==> config.mk <==
export PLATFORM = sky130hd
export DESIGN_NAME = cdq_ptr
export DESIGN_NICKNAME = d
export VERILOG_FILES = /design/src/rtl/core/cdq_pkg.sv /design/src/rtl/core/cdq_ptr.sv
export SDC_FILE = /design/constraint.sdc
export NUM_CORES = 1
export LEC_CHECK = 0
export BUFFER_PORTS_ARGS = -buffer_cell sky130_fd_sc_hd__buf_4
export CELL_PAD_IN_SITES_DETAIL_PLACEMENT = 1
export CELL_PAD_IN_SITES_GLOBAL_PLACEMENT = 2
export CORE_ASPECT_RATIO = 0.5
export CORE_MARGIN = 2
export CORE_UTILIZATION = 39
export CTS_BUF_LIST = sky130_fd_sc_hd__clkbuf_16
export DETAILED_ROUTE_END_ITERATION = 7
export GPL_ROUTABILITY_DRIVEN = 0
export HOLD_SLACK_MARGIN = 0.08
export PLACE_DENSITY = 0.95
export SKIP_CTS_REPAIR_TIMING = 1
export SLEW_MARGIN = 20
export SYNTH_ARGS = -nofsm -noshare
export SYNTH_HDL_FRONTEND = slang
export SYNTH_SLANG_ARGS = --single-unit
==> constraint.sdc <==
create_clock -name clk -period 17.2 [get_ports clk]
set_input_delay 3.44 -clock clk [delete_from_list [all_inputs] [get_ports clk]]
set_output_delay 3.44 -clock clk [all_outputs]
set_load 0.02 [all_outputs]
==> src/rtl/core/cdq_pkg.sv <==
// ----------------------------------------------------------------------------
// cdq_pkg
// Shared types and constants of the circular double-ended queue.
// ----------------------------------------------------------------------------
`default_nettype none

package cdq_pkg;

  localparam int unsigned CAP_W  = 11;
  localparam int unsigned DATA_W = 32;
  localparam int unsigned MODE_W = 3;

  localparam int unsigned CAP_RESET = 1024;

  localparam logic [DATA_W-1:0] EMPTY_WORD = {DATA_W{1'b1}};

  typedef enum logic [MODE_W-1:0] {
    MODE_INS_FRONT = 3'd0,
    MODE_INS_REAR  = 3'd1,
    MODE_DEL_FRONT = 3'd2,
    MODE_DEL_REAR  = 3'd3,
    MODE_NONE      = 3'd4
  } mode_t;

  typedef struct packed {
    logic ok;
    logic is_empty;
    logic is_full;
  } status_t;

endpackage

`default_nettype wire

==> src/rtl/core/cdq_ptr.sv <==
// ----------------------------------------------------------------------------
// cdq_ptr
// Capacity, front and rear pointers and entry count; one step per cycle,
// giving the store write and the read addresses of the new front and rear.
// ----------------------------------------------------------------------------
`default_nettype none

module cdq_ptr #(
  parameter int unsigned DEPTH = 1024,
  localparam int unsigned AW   = (DEPTH > 1) ? $clog2(DEPTH) : 1
) (
  input  wire logic                      clk,
  input  wire logic                      rst_n,
  input  wire logic                      cfg_we,
  input  wire logic [cdq_pkg::CAP_W-1:0] cfg_wdata,
  input  wire logic                      step_valid,
  input  wire logic [cdq_pkg::MODE_W-1:0] step_mode,
  output logic                           wr_en,
  output logic      [AW-1:0]             wr_addr,
  output logic      [AW-1:0]             rd_addr_f,
  output logic      [AW-1:0]             rd_addr_r,
  output cdq_pkg::status_t               status
);

  localparam int unsigned CW      = cdq_pkg::CAP_W;
  localparam int unsigned XW      = ((AW > CW) ? AW : CW) + 1;
  localparam int unsigned CAP_MAX = (DEPTH < 2047) ? DEPTH : 2047;
  localparam int unsigned CAP_RST = (cdq_pkg::CAP_RESET < CAP_MAX) ?
                                    cdq_pkg::CAP_RESET : CAP_MAX;

  logic [CW-1:0] cap_r, cap_nxt;
  logic [AW-1:0] ff_r, ff_nxt;
  logic [AW-1:0] rf_r, rf_nxt;
  logic [CW-1:0] cnt_r, cnt_nxt;
  logic [CW-1:0] cap_new;

  function automatic logic [AW-1:0] wrap_inc(input logic [AW-1:0] x,
                                              input logic [CW-1:0] cap);
    logic [XW-1:0] xe;
    xe = XW'(x) + XW'(1);
    return (xe >= XW'(cap)) ? '0 : AW'(xe);
  endfunction

  function automatic logic [AW-1:0] wrap_dec(input logic [AW-1:0] x,
                                              input logic [CW-1:0] cap);
    logic [XW-1:0] ce;
    ce = XW'(cap) - XW'(1);
    return (x == '0) ? AW'(ce) : (x - AW'(1));
  endfunction

  function automatic logic [CW-1:0] clamp_cap(input logic [CW-1:0] v);
    logic [CW-1:0] r;
    r = v;
    if (v == '0) begin
      r = CW'(1);
    end else if (XW'(v) > XW'(CAP_MAX)) begin
      r = CW'(CAP_MAX);
    end
    return r;
  endfunction

  assign cap_new = clamp_cap(cfg_wdata);

  always_comb begin
    cap_nxt   = cap_r;
    ff_nxt    = ff_r;
    rf_nxt    = rf_r;
    cnt_nxt   = cnt_r;
    wr_en     = 1'b0;
    wr_addr   = ff_r;
    status.ok = 1'b1;
    if (cfg_we) begin
      cap_nxt = cap_new;
      ff_nxt  = '0;
      rf_nxt  = AW'(cap_new - CW'(1));
      cnt_nxt = '0;
    end else if (step_valid) begin
      unique case (cdq_pkg::mode_t'(step_mode))
        cdq_pkg::MODE_INS_FRONT: begin
          if (cnt_r >= cap_r) begin
            status.ok = 1'b0;
          end else begin
            wr_en   = 1'b1;
            wr_addr = ff_r;
            ff_nxt  = wrap_inc(ff_r, cap_r);
            cnt_nxt = cnt_r + CW'(1);
          end
        end
        cdq_pkg::MODE_INS_REAR: begin
          if (cnt_r >= cap_r) begin
            status.ok = 1'b0;
          end else begin
            wr_en   = 1'b1;
            wr_addr = rf_r;
            rf_nxt  = wrap_dec(rf_r, cap_r);
            cnt_nxt = cnt_r + CW'(1);
          end
        end
        cdq_pkg::MODE_DEL_FRONT: begin
          if (cnt_r == '0) begin
            status.ok = 1'b0;
          end else begin
            ff_nxt  = wrap_dec(ff_r, cap_r);
            cnt_nxt = cnt_r - CW'(1);
          end
        end
        cdq_pkg::MODE_DEL_REAR: begin
          if (cnt_r == '0) begin
            status.ok = 1'b0;
          end else begin
            rf_nxt  = wrap_inc(rf_r, cap_r);
            cnt_nxt = cnt_r - CW'(1);
          end
        end
        default: begin
        end
      endcase
    end
    rd_addr_f       = wrap_dec(ff_nxt, cap_r);
    rd_addr_r       = wrap_inc(rf_nxt, cap_r);
    status.is_empty = (cnt_nxt == '0);
    status.is_full  = (cnt_nxt == cap_r);
  end

  always_ff @(posedge clk) begin
    if (!rst_n) begin
      cap_r <= CW'(CAP_RST);
      ff_r  <= '0;
      rf_r  <= AW'(CAP_RST - 1);
      cnt_r <= '0;
    end else begin
      cap_r <= cap_nxt;
      ff_r  <= ff_nxt;
      rf_r  <= rf_nxt;
      cnt_r <= cnt_nxt;
    end
  end

endmodule

`default_nettype wire
==> results by group, run 1 <==
Clock tree
  – Clock Path Buffers: 2
  – Worst skew pair latency: 0.30 ns
  – H-tree depth: 2
  – CTS clk-pin slew, worst paths: 0.07 ns
  – CTS Sinks: 42
  – CTS buffer count: 5
  – CTS root buf: clkbuf_16
  – CTS tree: yes

Critical path
  – CP Capture Type: output pin
  – Worst R2R Setup Slack: 13.04 ns
  – Worst path required time: 13.76 ns
  – Crit-path slowest cell: a211oi_1
  – Startpoint Class: primary input
  – CP Cell Sequence: buf_4, nor2b_1, nand2_1, nor4_1, a31oi_1, o221ai_1, ha_1, nand2b_1, nor2_1, xnor2_1, ha_1, nor2b_1, o21ai_0, nand2b_1, a211oi_1, o21ai_0, nor2b_1, buf_4
  – CP Max Fanout: 11
  – CP peak stage delay: 0.68 ns
  – Critical path data arrival time: 8.56 ns
  – Critical path's most frequent cell: nor2b_1
  – CP Class: in2out

Cells and area
  – Nets: 898
  – Share of layout cells above drive strength 1: 13.9%
  – Design Area, Final: 0.00667 mm^2
  – Final Core Density: 43.6%
  – Fill cells: 1920
  – Area growth syn-to-layout: 10.2%
  – Most frequent cells in the layout: 70 x nor2_1, 70 x nand2_1, 55 x ha_1, 55 x buf_4, 44 x a21oi_1
  – Antenna Diode Count: 0

Routing
  – Total number of vias: between 6000 and 7000
  – Avg WL per Cell: 23.8 um
  – Final WL: about 24 mm
  – DRT Pass-1 Iters: 5
  – Residual DRC: 0
  – Initial drt markers: 824
  – Vias/cell: 6.60
  – Antenna-violating nets left: 0

Power
  – VDD IR max: 0.0314 mV
  – Power Density: 61.3 mW/mm^2
  – Pleak: 2.63 nW
  – Tot Pwr: 0.409 mW

Place
  – DP HPWL: around 19 mm
  – Post-DP Area: 0.00650 mm^2
  – Port bufs: 51
  – Post-placement worst setup slack: 5.31 ns

Timing
  – Fin crit share: 69.7%
  – RSZ-0062 raised after global routing: no
  – Fin Setup TNS: 0 ns
  – Max Clk Rate: 83.4 MHz
  – Least-Margin Pin Slew: roughly 1.1 ns
  – Max-slew headroom: 26.2%
  – Finish-stage setup viols: 0
  – Minimum clock period: ~12 ns
  – Final Hold Fails: 0
  – Pins over their slew limit: 0
  – Clock Skews: about 0.0041 ns
  – Final WS setup: between 5 and 6 ns

Global route
  – Total gr overflow: 0
  – Gr usage total: 29.6%
  – Global-route wire length before repair: ~39 mm
  – Number of global-route vias before repair: 6803
  – Initial antenna violation count: 0
  – Largest net degree at the start of global routing: 46

Logic synthesis
  – EDFF count, synth: 0
  – Post-Syn Area: 0.00605 mm^2
  – Synth warn: 0
  – FF+latch count, synth: 42
  – Syn_area_per_cell: 7.46 um^2
  – Cell variety after synth: 85
  – Ys flop type: dfxtp_1
  – Fraction of registers with async set/reset: 0%
  – Syn Inst Count: slightly above 800
  – Post-synthesis sequential area ratio: between 10 and 15%
  – Syn nets: 885

Worst hold path
  – Hold WC Path Type: reg2reg

Floorplan
  – DIE AREA: 0.0166 mm^2
  – Core area: approximately 0.015 mm^2
  – Site row count: 32
  – Die height: 92.1 um
  – I/O pin count: 52
  – Initial Utilization: approximately two fifths
  – Die Wd: 180 um

Run
  – Max Cap Viol: 0

Run status
  – Status: complete, no violations
-- synth_stat cells, types with 5 or more instances --
cell | n | area, um^2
inv_1 | 27 | 101
ha_1 | 55 | 688
a311oi_1 | 9 | 78.8
o21a_1 | 6 | 45.0
nor3_1 | 35 | 175
and3_1 | 15 | 93.8
and2_1 | 17 | 106
a21oi_1 | 44 | 220
nor2b_1 | 10 | 62.6
clkbuf_1 | 27 | 101
dfxtp_1 | 42 | 841
nand4_1 | 13 | 81.3
o2111ai_1 | 7 | 61.3
or2_2 | 6 | 37.5
nor3b_2 | 5 | 62.6
mux2_2 | 10 | 113
nand2b_1 | 13 | 81.3
nor2_1 | 70 | 263
or3_1 | 8 | 50.1
buf_2 | 15 | 75.1
o211a_1 | 9 | 90.1
a211oi_1 | 11 | 82.6
a221oi_1 | 7 | 61.3
a31oi_1 | 12 | 75.1
a22oi_1 | 8 | 60.1
nor4_1 | 18 | 113
xnor2_1 | 41 | 359
a21o_1 | 11 | 82.6
o21ai_0 | 42 | 210
nand3b_1 | 5 | 37.5
nand3_1 | 22 | 110
buf_1 | 5 | 18.8
o211ai_1 | 10 | 75.1
mux2i_1 | 17 | 170
nand2_1 | 70 | 263
xor2_1 | 10 | 87.6
-- logic make-up (layout without fill, tap and decap cells) --
logic type	Yosys count	in the layout	synth area share [%]
mux	29	29	5.17
flops	42	42	13.9
simple gates	332	332	29.5
compound gates	226	226	27.4
fa+ha+maj	55	55	11.4
xor+xnor	51	51	7.38
buf+inv	77	91	5.33
-- layer usage --
| layer | vias up | routed length, um | part of all wire [%] | global-route usage [%] |
|---|---|---|---|---|
| met1 | 3363 | 11100 | 45 | 41.6 |
| met4 | 0 | 630 | 2.6 | 8.74 |
| met3 | 49 | 2150 | 8.8 | 5.08 |
| met2 | 309 | 10600 | 43 | 46.2 |
| li1 | 3078 | - | - | - |
| met5 | - | 0 | 0 | 0 |
-- registers in the layout (all words and copies together) (netlist names) --
register and cells:
rf_r 10, cnt_r 11, ff_r 10, cap_r 11
-- worst paths after layout --
check,from,to,cells past startpoint
worst min register to register,cap_r[4],cap_r[4],2
worst max-delay path,step_mode[1],rd_addr_r[9],18
worst min-delay path,cap_r[4],cap_r[4],2
worst max register to register,ff_r[3],ff_r[4],12
-- power breakdown --
| group | leakage (nW) | total [mW] | internal, mW | switching (mW) |
|---|---|---|---|---|
| clock | 0.0836 | 0.117 | 0.0683 | 0.0485 |
| sequential | 0.343 | 0.111 | 0.101 | 0.0102 |
| combinational | 2.21 | 0.181 | 0.0700 | 0.111 |
-- worst max-delay path, delay by kind of cell --
family / cells / cell delay [ns]
XOR/XNOR: 1 / 0.17
buffers and inverters: 2 / 0.35
adder cells (fa/ha/maj): 2 / 0.60
AO/OA/AOI/OAI: 5 / 1.80
AND/OR/NAND/NOR: 8 / 2.18
-- per-stage QoR --
stage,instances,hold WS [ns]
global placement,1022,0.507
floorplan,812,0.488
detailed placement,1022,0.525
global route,1030,0.551
finish,1030,0.537
CTS,1030,0.535
-- cell type report --
cell class | instances | area, um^2 | share of cell area [%]
multi-input cells | 693 | 4890 | 73.3
flip-flops and latches | 42 | 841 | 12.6
repair buffers | 55 | 413 | 6.19
well taps | 204 | 255 | 3.83
clock buffers | 5 | 125 | 1.88
inverters | 28 | 105 | 1.58
clock inverters | 3 | 40.0 | 0.600
Power figures use the tool's default switching activity.
==> run 2: changes to the inputs <==
--- a/config.mk
+++ b/config.mk
@@ -10,12 +10,12 @@
 export CELL_PAD_IN_SITES_GLOBAL_PLACEMENT = 2
 export CORE_ASPECT_RATIO = 0.5
 export CORE_MARGIN = 2
-export CORE_UTILIZATION = 39
+export CORE_UTILIZATION = 33
 export CTS_BUF_LIST = sky130_fd_sc_hd__clkbuf_16
 export DETAILED_ROUTE_END_ITERATION = 7
 export GPL_ROUTABILITY_DRIVEN = 0
 export HOLD_SLACK_MARGIN = 0.08
-export PLACE_DENSITY = 0.95
+export PLACE_DENSITY = 0.88
 export SKIP_CTS_REPAIR_TIMING = 1
 export SLEW_MARGIN = 20
 export SYNTH_ARGS = -nofsm -noshare
==> constraint.sdc (replaced) <==
create_clock -name clk -period 10.5 [get_ports clk]
set_input_delay 2.1 -clock clk [delete_from_list [all_inputs] [get_ports clk]]
set_output_delay 2.1 -clock clk [all_outputs]
set_load 0.02 [all_outputs]
==> run 2 against run 1 <==
Clock-buffer cell count unchanged. Combinational power grew 65%. Clock skew up 0.0030 ns. Clock power increased by 38%. Utilization decreased by 5.7 points. Worst hold slack gained 0.030 ns. Cell count rose by 3.0%. First-iteration DRC count decreased by 22%. Critical endpoint unchanged. Largest cell class unchanged. Highest routed layer unchanged.
==> results by group, run 2 (synthesis results as in run 1) <==
Timing
  – Clock Skews: 0.00708 ns
  – Max-slew headroom: about 24%
  – Finish-stage setup viols: 0
  – Max Clk Rate: ~110 MHz
  – Fin crit share: 88.6%
  – Pins over their slew limit: 0
  – Final Hold Fails: 0
  – Fin Setup TNS: 0 ns
  – Minimum clock period: 9.30 ns
  – RSZ-0062 raised after global routing: no
  – Least-Margin Pin Slew: 1.13 ns

Critical path
  – Worst path required time: 8.40 ns
  – R2R Path Start: ff_r[3]
  – CP Capture Type: output pin
  – Worst Setup SP: step_mode[1]
  – CP Class: in2out
  – Startpoint Class: primary input
  – CP Max Fanout: 11
  – Critical path data arrival time: 7.20 ns

Routing
  – Avg WL per Cell: 23.6 um
  – Final WL: 25.0 mm
  – DRT Pass-1 Iters: 5
  – Residual DRC: 0
  – Initial drt markers: 641
  – Antenna-violating nets left: 0
  – Vias/cell: ~6.3
  – Total number of vias: 6717

Cells and area
  – Final Core Density: 37.9%
  – Nets: 899
  – Share of layout cells above drive strength 1: 13.8%
  – Most frequent cells in the layout: 70 x nor2_1, 70 x nand2_1, 56 x buf_4
  – Area growth syn-to-layout: 10.5%
  – Biggest regs: cap_r (11), cnt_r (11)
  – Antenna Diode Count: 0
  – Final std cells w/o fill: ~1100

Power
  – Power Density: 95.6 mW/mm^2
  – Pleak: approximately 2.6 nW
  – VDD IR max: 0.0548 mV
  – Tot Pwr: roughly 0.64 mW

Global route
  – Global-route wire length before repair: 38.8 mm
  – Number of global-route vias before repair: approximately 6500
  – Gr usage total: between 20 and 30%
  – Largest net degree at the start of global routing: 31
  – Total gr overflow: 0
  – Initial antenna violation count: 1

Place
  – Cells after DPL: roughly 1100
  – DP HPWL: 19.3 mm
  – Port bufs: 51

Clock tree
  – CTS tree: yes
  – CTS clk-pin slew, worst paths: 0.06 ns
  – Worst skew pair latency: 0.30 ns
  – CTS Sinks: 42
  – Clock Path Buffers: 2
  – CTS root buf: clkbuf_16
  – CTS buffer count: 5
  – H-tree depth: 2

Worst hold path
  – Hold Crit Start: cap_r[4]
  – Hold WC Path Type: reg2reg

Floorplan
  – Core area: 0.0177 mm^2
  – Die Wd: 196 um
  – DIE AREA: 0.0195 mm^2
  – I/O pin count: 52
  – Initial Utilization: 34.3%
  – Die height: 99.8 um
  – Site row count: 34

Run status
  – Status: complete, no violations

Run
  – Max Cap Viol: 0
run 2: cell count changes in the layout (fill, tap and decap cells not counted), sizes merged:
cell and change:
buf +1, bufinv -1, inv +1
run 2: worst paths after layout:
path | slack (ns) | depth (start not counted) | to
worst max register to register | 6.37 | 12 | ff_r[4]
worst min-delay path | 0.57 | 2 | cap_r[4]
worst min register to register | 0.57 | 2 | cap_r[4]
worst max-delay path | 1.20 | 18 | rd_addr_r[9]
run 2: power breakdown:
part / switching, mW / leakage (nW) / internal, mW
clock: 0.0740 / 0.0724 / 0.0865
sequential: 0.0162 / 0.343 / 0.165
combinational: 0.183 / 2.21 / 0.115
run 2: cell type report:
cell class,instances,area [um^2]
sequential,42,841
timing repair buffer,56,420
clock inverter,3,12.5
inverter,28,105
fill,2188,11000
multi-input combinational,693,4890
clock buffer,5,125
tap,234,293
run 2: routing by layer:
| metal | part of all wire (%) | vias to the layer above | track usage (%) |
|---|---|---|---|
| met2 | 43 | 298 | 39.5 |
| met3 | 8.3 | 34 | 4.03 |
| li1 | - | 3069 | - |
| met4 | 1.2 | 0 | 5.46 |
| met5 | 0 | - | 0 |
| met1 | 48 | 3316 | 37.1 |
run 2: metrics by stage:
step | area (um^2) | setup WS [ns] | hold WS [ns]
final | 6690 | 1.20 | 0.568
after global routing | 6690 | 0.700 | 0.570
after CTS | 6690 | 1.31 | 0.560
after detailed placement | 6550 | 1.32 | 0.551
after global placement | 6550 | 1.57 | 0.524
after floorplan | 6050 | 2.19 | 0.488
run 2: critical path, cell delays in order:
cell and delay (ns):
buf_4 0.18, nor2b_1 0.52, nand2_1 0.27, nor4_1 0.59, a31oi_1 0.10, o221ai_1 0.63, ha_1 0.32, nand2b_1 0.16
nor2_1 0.18, xnor2_1 0.17, ha_1 0.26, nor2b_1 0.13, o21ai_0 0.14, nand2b_1 0.08, a211oi_1 0.71, o21ai_0 0.31
nor2b_1 0.18, buf_4 0.16
==> run 3: changes to the inputs <==
--- a/config.mk
+++ b/config.mk
@@ -11,7 +11,6 @@
 export CORE_ASPECT_RATIO = 0.5
 export CORE_MARGIN = 2
 export CORE_UTILIZATION = 33
-export CTS_BUF_LIST = sky130_fd_sc_hd__clkbuf_16
 export DETAILED_ROUTE_END_ITERATION = 7
 export GPL_ROUTABILITY_DRIVEN = 0
 export HOLD_SLACK_MARGIN = 0.08
==> run 3 against run 2 <==
Wire length rose by 0.36%. Maximum frequency decreased by 0.71%. Critical path depth stayed put. Clock power increased by 5%. Die area is the same. Critical path type unchanged. Largest power group unchanged.
==> results by group, run 3 (synthesis results as in run 1) <==
Floorplan
  – Die height: 99.8 um
  – Site row count: 34
  – Die Wd: 196 um
  – I/O pin count: 52
  – DIE AREA: 0.0195 mm^2
  – Core area: 0.0177 mm^2
  – Initial Utilization: 34.3%

Timing
  – Max Clk Rate: ~110 MHz
  – RSZ-0062 raised after global routing: no
  – Pins over their slew limit: 0
  – Fin crit share: 89.2%
  – Final Hold Fails: 0
  – Fin Setup TNS: 0 ns
  – Minimum clock period: roughly 9.4 ns
  – Finish-stage setup viols: 0
  – Least-Margin Pin Slew: 1.15 ns
  – Clock Skews: about 0.0058 ns
  – Max-slew headroom: between 20% and 30%
  – Final WS setup: about 1.1 ns

Critical path
  – Critical path data arrival time: 7.26 ns
  – Startpoint Class: primary input
  – CP Max Fanout: 11
  – Worst R2R End: ff_r[4]
  – R2r worst-path depth: 12
  – CP Capture Type: output pin
  – Worst path required time: ~8.4 ns
  – R2R Path Start: ff_r[3]
  – Worst R2R Setup Slack: 6.41 ns
  – CP Class: in2out

Global route
  – Number of global-route vias before repair: 6512
  – Total gr overflow: 0
  – Initial antenna violation count: 1
  – Largest net degree at the start of global routing: 31
  – Global-route wire length before repair: 39.0 mm
  – Gr usage total: 25.6%

Routing
  – Final WL: 25.1 mm
  – Vias/cell: around 6.3
  – Avg WL per Cell: 23.7 um
  – Initial drt markers: slightly above 600
  – Antenna-violating nets left: 0
  – DRT Pass-1 Iters: 5
  – Residual DRC: 0
  – Total number of vias: 6687

Cells and area
  – Share of layout cells above drive strength 1: 13.9%
  – Area growth syn-to-layout: 10.6%
  – Biggest regs: cap_r (11), cnt_r (11)
  – Most frequent cells in the layout: 70 x nor2_1, 70 x nand2_1, 56 x buf_4
  – Fill cells: 2188
  – Antenna Diode Count: 0
  – Nets: ~900

Place
  – Post-placement worst setup slack: 1.32 ns
  – Port bufs: around 50
  – DP HPWL: 19.3 mm

Run status
  – Status: complete, no violations

Clock tree
  – CTS root buf: clkbuf_16
  – CTS tree: yes
  – CTS clk-pin slew, worst paths: roughly 0.070 ns
  – Clock Path Buffers: 2
  – H-tree depth: 2
  – CTS buffer count: 5
  – CTS Sinks: 42
  – Worst skew pair latency: 0.29 ns

Power
  – Power Density: 96.7 mW/mm^2
  – Tot Pwr: 0.647 mW
  – Pleak: between 2 and 3 nW
  – VDD IR max: 0.0553 mV

Worst hold path
  – Worst hold path depth: 2
  – Hold endpoint: cap_r[4]
  – Hold WC Path Type: reg2reg
  – Hold Crit Start: cap_r[4]

Run
  – Max Cap Viol: 0
[run 3: area by class of cell]
type	count	area, um^2	area share, %
inverters	28	105	1.57
clock inverters	1	5.00	0.0747
repair buffers	56	420	6.28
well taps	234	293	4.37
multi-input cells	693	4890	73.0
clock buffers	7	143	2.13
flip-flops and latches	42	841	12.6
[run 3: where the power goes]
group          internal [mW]  switching (mW)
Sequential             0.165          0.0161
Combinational          0.114           0.183
Clock                 0.0948          0.0741
[run 3: critical path, cell delays in order]
cell	delay (ns)
buf_4	0.19
nor2b_1	0.54
nand2_1	0.28
nor4_1	0.59
a31oi_1	0.11
o221ai_1	0.64
ha_1	0.32
nand2b_1	0.16
nor2_1	0.18
xnor2_1	0.17
ha_1	0.26
nor2b_1	0.13
o21ai_0	0.15
nand2b_1	0.09
a211oi_1	0.72
o21ai_0	0.31
nor2b_1	0.18
buf_4	0.16
[run 3: how the worst max path moves through the flow]
stage / start / endpoint / cells past startpoint
4_1_cts: step_mode[1] / rd_addr_r[9] / 18
2_1_floorplan: cfg_wdata[7] / rd_addr_r[9] / 19
3_5_place_dp: step_mode[1] / rd_addr_r[9] / 18
5_1_grt: cfg_wdata[7] / rd_addr_r[9] / 21
6_report: step_mode[1] / rd_addr_r[9] / 18
3_3_place_gp: cfg_wdata[7] / rd_addr_r[9] / 21
[run 3: metal layers]
layer / track usage [%] / part of all wire [%] / vias up
li1: - / - / 3072
met1: 37.3 / 48 / 3300
met2: 39.8 / 43 / 281
met3: 4.03 / 7.7 / 34
met4: 5.40 / 1.5 / 0
met5: 0 / 0 / -
[run 3: through the flow]
stage | cells | utilization [%] | cell area (um^2) | hold slack (ns)
floorplan | 812 | - | 6050 | 0.488
finish | 1061 | 37.9 | 6700 | 0.564
CTS | 1061 | 37.9 | 6700 | 0.560
detailed placement | 1053 | 37.1 | 6550 | 0.551
global route | 1061 | 37.9 | 6700 | 0.570
global placement | 1053 | 37.1 | 6550 | 0.524
